===== src/hdl/keystroke_injection_sequencer_unit_macros.svh =====
// Assertion macros shared by the keystroke injection sequencer modules.
// Include where concurrent checks are written; no other dependencies.
`ifndef KEYSTROKE_INJECTION_SEQUENCER_UNIT_MACROS_SVH
`define KEYSTROKE_INJECTION_SEQUENCER_UNIT_MACROS_SVH
`ifndef SYNTHESIS
`define KSIU_ASSERT(lbl, clk, rst_n, prop) \
	lbl: assert property (@(posedge clk) disable iff (!rst_n) prop) \
		else $error("keystroke sequencer check failed");
`define KSIU_NEVER(lbl, clk, rst_n, expr) \
	lbl: assert property (@(posedge clk) disable iff (!rst_n) !(expr)) \
		else $error("keystroke sequencer forbidden condition");
`else
`define KSIU_ASSERT(lbl, clk, rst_n, prop)
`define KSIU_NEVER(lbl, clk, rst_n, expr)
`endif
`endif


===== src/hdl/ksi_pkg.sv =====
// Shared types, constants and keymap lookup for the keystroke sequencer.
// No dependencies.
`default_nettype none
package ksi_pkg;
	localparam int QUEUE_DEPTH = 256;
	localparam int IDX_W = $clog2(QUEUE_DEPTH);
	localparam int CNT_W = $clog2(QUEUE_DEPTH + 1);

	localparam logic [1:0] OP_START  = 2'd0;
	localparam logic [1:0] OP_APPEND = 2'd1;
	localparam logic [1:0] OP_TICK   = 2'd2;

	localparam logic [1:0] REG_HOLD  = 2'd0;
	localparam logic [1:0] REG_GAP   = 2'd1;
	localparam logic [1:0] REG_START = 2'd2;

	localparam logic [7:0] HOLD_RST  = 8'd2;
	localparam logic [7:0] GAP_RST   = 8'd1;
	localparam logic [7:0] START_RST = 8'd3;

	localparam logic [3:0] MODKEY_ROW = 4'd2;
	localparam logic [2:0] MODKEY_COL = 3'd5;
	localparam logic [7:0] CHAR_CR    = 8'h0D;

	typedef struct packed {
		logic       valid;
		logic       shift;
		logic [3:0] row;
		logic [2:0] col;
	} ksi_key_t;

	typedef struct packed {
		logic       is_release;
		logic [3:0] key_row;
		logic [2:0] key_col;
		logic       last;
	} ksi_beat_t;

	typedef struct packed {
		logic start;
		logic append;
		logic timer_dec;
		logic eval;
		logic beat_adv;
	} ksi_cmd_t;

	typedef struct packed {
		logic exhausted;
		logic timer_zero;
		logic two_beats;
	} ksi_stat_t;

	function automatic ksi_key_t mk(input logic [3:0] r, input logic [2:0] c,
		input logic s);
		ksi_key_t k;
		k.valid = 1'b1;
		k.shift = s;
		k.row   = r;
		k.col   = c;
		return k;
	endfunction

	// letters by low five bits: 1 is a, 26 is z
	function automatic ksi_key_t letter_key(input logic [4:0] n);
		ksi_key_t k;
		k = '0;
		case (n)
			5'd1:    k = mk(4'd8, 3'd5, 1'b0);
			5'd2:    k = mk(4'd6, 3'd6, 1'b0);
			5'd3:    k = mk(4'd7, 3'd6, 1'b0);
			5'd4:    k = mk(4'd7, 3'd5, 1'b0);
			5'd5:    k = mk(4'd7, 3'd2, 1'b0);
			5'd6:    k = mk(4'd6, 3'd5, 1'b0);
			5'd7:    k = mk(4'd6, 3'd4, 1'b0);
			5'd8:    k = mk(4'd5, 3'd4, 1'b0);
			5'd9:    k = mk(4'd4, 3'd3, 1'b0);
			5'd10:   k = mk(4'd5, 3'd5, 1'b0);
			5'd11:   k = mk(4'd4, 3'd5, 1'b0);
			5'd12:   k = mk(4'd4, 3'd4, 1'b0);
			5'd13:   k = mk(4'd4, 3'd6, 1'b0);
			5'd14:   k = mk(4'd5, 3'd6, 1'b0);
			5'd15:   k = mk(4'd4, 3'd2, 1'b0);
			5'd16:   k = mk(4'd3, 3'd3, 1'b0);
			5'd17:   k = mk(4'd8, 3'd3, 1'b0);
			5'd18:   k = mk(4'd6, 3'd2, 1'b0);
			5'd19:   k = mk(4'd7, 3'd4, 1'b0);
			5'd20:   k = mk(4'd6, 3'd3, 1'b0);
			5'd21:   k = mk(4'd5, 3'd2, 1'b0);
			5'd22:   k = mk(4'd6, 3'd7, 1'b0);
			5'd23:   k = mk(4'd7, 3'd3, 1'b0);
			5'd24:   k = mk(4'd7, 3'd7, 1'b0);
			5'd25:   k = mk(4'd5, 3'd3, 1'b0);
			5'd26:   k = mk(4'd8, 3'd7, 1'b0);
			default: k = '0;
		endcase
		return k;
	endfunction

	function automatic ksi_key_t keymap(input logic [6:0] ch);
		ksi_key_t k;
		k = '0;
		if (ch inside {[7'h41:7'h5A]}) begin
			k = letter_key(ch[4:0]);
			k.shift = 1'b1;
		end else if (ch inside {[7'h61:7'h7A]}) begin
			k = letter_key(ch[4:0]);
		end else begin
			case (ch)
				7'h0A:   k = mk(4'd2, 3'd2, 1'b0);
				7'h20:   k = mk(4'd5, 3'd7, 1'b0);
				7'h30:   k = mk(4'd4, 3'd0, 1'b0);
				7'h31:   k = mk(4'd8, 3'd0, 1'b0);
				7'h32:   k = mk(4'd8, 3'd1, 1'b0);
				7'h33:   k = mk(4'd7, 3'd1, 1'b0);
				7'h34:   k = mk(4'd7, 3'd0, 1'b0);
				7'h35:   k = mk(4'd6, 3'd1, 1'b0);
				7'h36:   k = mk(4'd6, 3'd0, 1'b0);
				7'h37:   k = mk(4'd5, 3'd1, 1'b0);
				7'h38:   k = mk(4'd5, 3'd0, 1'b0);
				7'h39:   k = mk(4'd4, 3'd1, 1'b0);
				7'h2D:   k = mk(4'd3, 3'd1, 1'b0);
				7'h3D:   k = mk(4'd3, 3'd0, 1'b0);
				7'h3B:   k = mk(4'd3, 3'd5, 1'b0);
				7'h27:   k = mk(4'd3, 3'd4, 1'b0);
				7'h2F:   k = mk(4'd3, 3'd6, 1'b0);
				7'h2E:   k = mk(4'd3, 3'd7, 1'b0);
				7'h2C:   k = mk(4'd4, 3'd7, 1'b0);
				7'h5B:   k = mk(4'd3, 3'd2, 1'b0);
				7'h5D:   k = mk(4'd2, 3'd1, 1'b0);
				7'h5C:   k = mk(4'd2, 3'd6, 1'b0);
				7'h21:   k = mk(4'd8, 3'd0, 1'b1);
				7'h22:   k = mk(4'd8, 3'd1, 1'b1);
				7'h24:   k = mk(4'd7, 3'd0, 1'b1);
				7'h25:   k = mk(4'd6, 3'd1, 1'b1);
				7'h26:   k = mk(4'd6, 3'd0, 1'b1);
				7'h28:   k = mk(4'd5, 3'd0, 1'b1);
				7'h29:   k = mk(4'd4, 3'd1, 1'b1);
				7'h3A:   k = mk(4'd3, 3'd5, 1'b1);
				7'h3F:   k = mk(4'd3, 3'd6, 1'b1);
				7'h3E:   k = mk(4'd3, 3'd7, 1'b1);
				7'h3C:   k = mk(4'd4, 3'd7, 1'b1);
				default: k = '0;
			endcase
		end
		return k;
	endfunction
endpackage
`default_nettype wire


===== src/hdl/ksi_ctrl.sv =====
// Controller: input handshake, operation decode and beat sequencing.
// Depends on ksi_pkg; drives the datapath through ksi_cmd_t.
`default_nettype none
`include "keystroke_injection_sequencer_unit_macros.svh"
module ksi_ctrl (
	input  wire logic               clk,
	input  wire logic               arst_n,
	input  wire logic               s_axis_tvalid,
	input  wire logic [1:0]         op,
	output logic                    s_axis_tready,
	output logic                    m_axis_tvalid,
	input  wire logic               m_axis_tready,
	input  wire ksi_pkg::ksi_stat_t stat,
	output ksi_pkg::ksi_cmd_t       cmd
);
	typedef enum logic [3:0] {
		S_IDLE   = 4'b0001,
		S_EVAL   = 4'b0010,
		S_BEAT_A = 4'b0100,
		S_BEAT_B = 4'b1000
	} state_t;

	state_t state_q, state_d;
	logic in_go;

	assign s_axis_tready = state_q == S_IDLE;
	assign m_axis_tvalid = (state_q == S_BEAT_A) || (state_q == S_BEAT_B);
	assign in_go = s_axis_tvalid && s_axis_tready;

	always_comb begin
		state_d = state_q;
		cmd = '0;
		case (state_q)
			S_IDLE: begin
				if (in_go) begin
					case (op)
						ksi_pkg::OP_START:  cmd.start = 1'b1;
						ksi_pkg::OP_APPEND: cmd.append = 1'b1;
						ksi_pkg::OP_TICK: begin
							if (!stat.exhausted) begin
								if (!stat.timer_zero) begin
									cmd.timer_dec = 1'b1;
								end else begin
									state_d = S_EVAL;
								end
							end
						end
						default: ;
					endcase
				end
			end
			S_EVAL: begin
				cmd.eval = 1'b1;
				state_d = stat.two_beats ? S_BEAT_A : S_BEAT_B;
			end
			S_BEAT_A: begin
				if (m_axis_tready) begin
					cmd.beat_adv = 1'b1;
					state_d = S_BEAT_B;
				end
			end
			S_BEAT_B: begin
				if (m_axis_tready) begin
					state_d = S_IDLE;
				end
			end
			default: state_d = S_IDLE;
		endcase
	end

	always_ff @(posedge clk or negedge arst_n) begin
		if (!arst_n) begin
			state_q <= S_IDLE;
		end else begin
			state_q <= state_d;
		end
	end

	`KSIU_NEVER(a_no_overlap, clk, arst_n, s_axis_tready && m_axis_tvalid)
	`KSIU_ASSERT(a_eval_to_beat, clk, arst_n,
		state_q == S_EVAL |=> (state_q == S_BEAT_A || state_q == S_BEAT_B))
endmodule
`default_nettype wire


===== config.mk =====
export PLATFORM = sky130hd
export DESIGN_NAME = ksi_ctrl
export DESIGN_NICKNAME = d
export VERILOG_FILES = /design/src/hdl/ksi_pkg.sv /design/src/hdl/ksi_ctrl.sv
export VERILOG_INCLUDE_DIRS = /design/src /design/src/hdl
export SDC_FILE = /design/constraint.sdc
export NUM_CORES = 1
export LEC_CHECK = 0
export BUFFER_PORTS_ARGS = -buffer_cell sky130_fd_sc_hd__buf_2
export CAP_MARGIN = 20
export CORE_AREA = 3 3 40 42
export DETAILED_ROUTE_END_ITERATION = 12
export DIE_AREA = 0 0 43 45
export PLACE_DENSITY_LB_ADDON = 0.12
export SLEW_MARGIN = 20
export SYNTH_ARGS = -nofsm -noshare
export SYNTH_HDL_FRONTEND = slang
export SYNTH_SLANG_ARGS = --single-unit

===== constraint.sdc =====
create_clock -name clk -period 2.93 [get_ports clk]
set_clock_uncertainty 0.2 [all_clocks]
set_input_delay 0.879 -clock clk [delete_from_list [all_inputs] [get_ports clk]]
set_output_delay 0.879 -clock clk [all_outputs]
set_load 0.1 [all_outputs]

* After elaboration in Yosys (flattened, before gate mapping)
Cells that the tools add are included.
** Operators by class
- Multiplexer cells :: 18
- Shift-type cells :: 0
- Equality and inequality tests :: 12
- $add $sub $neg :: 0
- Bitwise operators :: 0
- $mul :: 0
- Magnitude comparators :: 0
- Reductions and logical operators :: 4
- Div/mod/pow operators :: 0
** Operator list (number)
- $mux 4 :: 7
- $pmux 4 s4 :: 1
- $mux 1 :: 8
- $mux 3 :: 2
- $ne 2x1->1 const B :: 3
- $ne 2x2->1 const B :: 3
- $reduce_and 6->1 :: 1
- $eq 4x1->1 const B :: 1
- $eq 4x2->1 const B :: 1
- $eq 4x3->1 const B :: 1
- $eq 4x4->1 const B :: 1
- $eq 2x1->1 const B :: 1
- $eq 2x2->1 const B :: 1
- $logic_not 2->1 :: 1
- $logic_and 1x1->1 :: 1
- $logic_or 1x1->1 :: 1
** Word-level totals
- Memory bits (writable) :: 0
- Memories kept :: 0
- Latch bits :: 0
- Output and inout port bits :: 7
- ROM bits :: 0
- Bits of input ports :: 9
- Register bits after elaboration :: 4
- Word-level logic and storage cells :: 35

* Longest topological paths before layout
- Word-level depth :: 5
- Mapped depth :: 4
- Mapped depth without buffers :: 3

* Worst setup path after synthesis
Ideal clock, no wire load.
- Path type :: flip-flop to output port
- Start :: register state_q[0]
- End :: output port cmd[4] (netlist name)
- Required time :: 1851 ps
- Setup slack :: -2026 ps
- Arrival time :: 3877 ps
- Path buffers :: 0
- Stages on the path, launching flop included :: 4
- Cells stage by stage :: dfstp_2 -> nor4b_4 -> nand2_2 -> nor3_1
** RTL lines
- from (decl) :: RTL line ksi_ctrl.sv:23 : state_t state_q, state_d;
- from (signal assigned) :: RTL line ksi_ctrl.sv:75 : state_q <= state_d;
- to (decl) :: RTL line ksi_ctrl.sv:14 : output ksi_pkg::ksi_cmd_t cmd

==> flow_summary.json <==
{
  "status": "complete, no violations",
  "hold_buffers": 0,
  "drt_wl_total_um": 771,
  "synth_top_family_by_area": "simple AND/OR/NAND/NOR gates",
  "drt_iter0_drc": 0,
  "viasPerCell": 4.785,
  "nNetsFinal": 60,
  "grt_pass1_wl_um": 1380,
  "crit_path_max_fanout": 3,
  "total_power_mw": 0.1708,
  "top_register": "state_q",
  "synth_cell_types": 23,
  "cap_violations": 0,
  "hp-class": "in2async",
  "clk_latency_ns": 0.24,
  "multi_input_area_um2": 220.2,
  "p_switching_mw": 0.04920,
  "largest_reg_flops": 4,
  "synth.net_count": 43,
  "hold_ws_ns": 0.2324,
  "worst_setup_path_end_kind": "output pin",
  "grtUsageTotal": 0.09942,
  "hpwl_um": 620.9,
  "rsz0062_at_grt": "no",
  "slew_headroom": 0.6782,
  "antenna_found_initial": 0,
  "grt_pass1_vias": 351,
  "wl_per_cell_um": 11.86,
  "postSynthCellCount": 34,
  "worst-setup-path-type": "in2out",
  "dr.pass1.iters": 1,
  "fin_area_um2": 513.0,
  "die_area_um2": 1935,
  "synthMuxAreaShare": 0,
  "fin_crit_sh": 0.9698,
  "p_seq_frac": 0.337,
  "fp.coreArea_um2": 1285,
  "ys_ff_latch": 4,
  "comb_power_share": 0.221,
  "initial_core_util": 0.2473,
  "ant_nets": 0,
  "place_inst": 61,
  "grt-ovfl-total": 0,
  "area_growth_syn_to_layout_pct": 61.42,
  "crit_required_ns": 1.85,
  "cts.path.max_buffers": 2,
  "stdcell_count": 65,
  "internal_power_mw": 0.1216,
  "syn_avg_cell_area_um2": 9.347,
  "finalWorstPathRequiredPeriod_ns": 2.842,
  "slowest_stage": "nor4bb_2",
  "start_kind": "input pin",
  "p_per_area_nw_per_um2": 332.9,
  "io_buffers": 15,
  "slowest_delay_ns": 0.32,
  "die_w_um": 43,
  "leakage_nw": 0.2291,
  "path_cells": "buf_2 -> nor4bb_2 -> nand2_1 -> nor2_4 -> buf_12",
  "drc": 0,
  "clock_power_share": 0.442,
  "yosys.area_share.xor_xnor": 0.02756,
  "cts_root_buf": "clkbuf_4",
  "synth-simple-area-share": 0.4094,
  "drive_above_1_share": 0.5400,
  "dr_total_vias": 311,
  "setup_viol": 0,
  "power.share.switching": 0.2881,
  "ys.warnings.count": 0,
  "grt_max_degree": 11,
  "cts_made_buffers": 3,
  "top_regs": "state_q x4",
  "finalHoldViolations": 0,
  "rows": 13,
  "num_io_pins": 16,
  "fp.dieH_um": 45,
  "netlist_area_um2": 317.8,
  "synthAdderAreaFrac": 0,
  "slew_violations": 0,
  "synth_compound_area_frac": 0.1220,
  "cts_tree": "yes",
  "cts_sinks": 4,
  "gp_congestion": 0.6138,
  "n_antenna_cell": 0,
  "worstPathArrival_ns": 1.76,
  "num-fill-cells": 141,
  "seq_area_um2": 101.3,
  "ys_seq_area_frac": 0.3189,
  "fmax_mhz": 351.9,
  "place_area_um2": 480.5,
  "vdd_drop_max_mv": 0.2098,
  "htreeDepth": 1,
  "clk_pin_slew_ns": 0.04,
  "worst_pin_slew_ns": 0.4861
}
==> worst paths after layout <==
check | from | end | slack [ns] | cells past startpoint
worst min register to register | state_q[0] | state_q[0] | 0.33 | 2
min in group clk | state_q[0] | state_q[0] | 0.33 | 2
max in group asynchronous | arst_n | state_q[0] | 2.10 | 1
worst max register to register | state_q[1] | state_q[0] | 1.46 | 3
worst min-delay path | arst_n | state_q[1] | 0.23 | 1
worst max-delay path | op[0] | cmd[2] | 0.09 | 5
==> cell families after synthesis <==
kind of cell	Yosys count
flip-flops	4
AND/OR/NAND/NOR	17
buffers and inverters	6
XOR/XNOR	1
AO/OA/AOI/OAI	6
==> metal layers <==
layer	up-vias	wire length, µm	share of wire	global-route usage
met4	0	19	0.025	0.09036
met2	12	420	0.54	0.1647
met3	2	40	0.052	0.02789
li1	153	-	-	-
met1	144	291	0.38	0.1022
met5	-	0	0	0
==> cell type report <==
type,count,share of cell area
Tap cell,15,0.03659
Timing Repair Buffer,15,0.2634
Inverter,3,0.02195
Clock buffer,4,0.05122
Multi-Input combinational cell,24,0.4293
Sequential cell,4,0.1976
==> cell usage in the layout, fill, tap and decap left out, types with 2 or more instances in the layout <==
cell type | netlist | routed
a31oi_1 | 2 | 2
buf_12 | 0 | 4
buf_2 | 1 | 11
clkbuf_4 | 0 | 3
dfrtp_1 | 3 | 3
inv_1 | 3 | 3
nor3_1 | 3 | 2
nor3b_1 | 3 | 2
==> power by group through the flow <==
stage / clock [mW] / sequential [mW] / combinational [mW]
after CTS: 0.0771 / 0.0575 / 0.0375
after floorplan: 0 / 0.0574 / 0.0222
final: 0.0755 / 0.0575 / 0.0377
after global placement: 0 / 0.0582 / 0.0366
after detailed placement: 0 / 0.0582 / 0.0374
after global routing: 0.0869 / 0.0576 / 0.0398
==> worst max-delay path, delay by kind of cell <==
kind	cells	cell delay (ns)
AND/OR/NAND/NOR	3	0.57
buffers and inverters	2	0.31
==> repair_timing <==
item                                    CTS  global route
buffers inserted                          0             0
endpoints found under the setup margin    0             1
gates resized for setup                   0             1
==> stage by stage <==
step	utilization	setup WS (ns)	setup TNS [ns]
floorplan	-	-0.9564	-4.017
global placement	0.3739	0.07506	0
detailed placement	0.3739	0.03726	0
CTS	0.3944	0.03828	0
global route	0.3992	0.02940	0
finish	0.3992	0.08835	0
==> synthesized netlist by cell type <==
| master | count | area (µm²) |
|---|---|---|
| nor3b_1 | 3 | 22.52 |
| nand3_1 | 1 | 5.000 |
| nor4bb_1 | 1 | 10.01 |
| and3_1 | 1 | 6.260 |
| dfstp_2 | 1 | 26.28 |
| and3b_1 | 1 | 8.760 |
| nor4b_1 | 1 | 8.760 |
| buf_6 | 2 | 22.52 |
| nand2_2 | 1 | 6.260 |
| nor2_1 | 2 | 7.510 |
| inv_1 | 3 | 11.26 |
| a21oi_1 | 1 | 5.000 |
| nor3b_2 | 1 | 12.51 |
| a211o_1 | 1 | 8.760 |
| dfrtp_1 | 3 | 75.07 |
| o21ai_0 | 1 | 5.000 |
| nor4b_4 | 1 | 23.77 |
| nor3_1 | 3 | 15.01 |
| nand2_1 | 1 | 3.750 |
| buf_2 | 1 | 5.000 |
| o21bai_1 | 1 | 7.510 |
| xnor2_1 | 1 | 8.760 |
| a31oi_1 | 2 | 12.51 |
(Power assumes the default switching activity.)
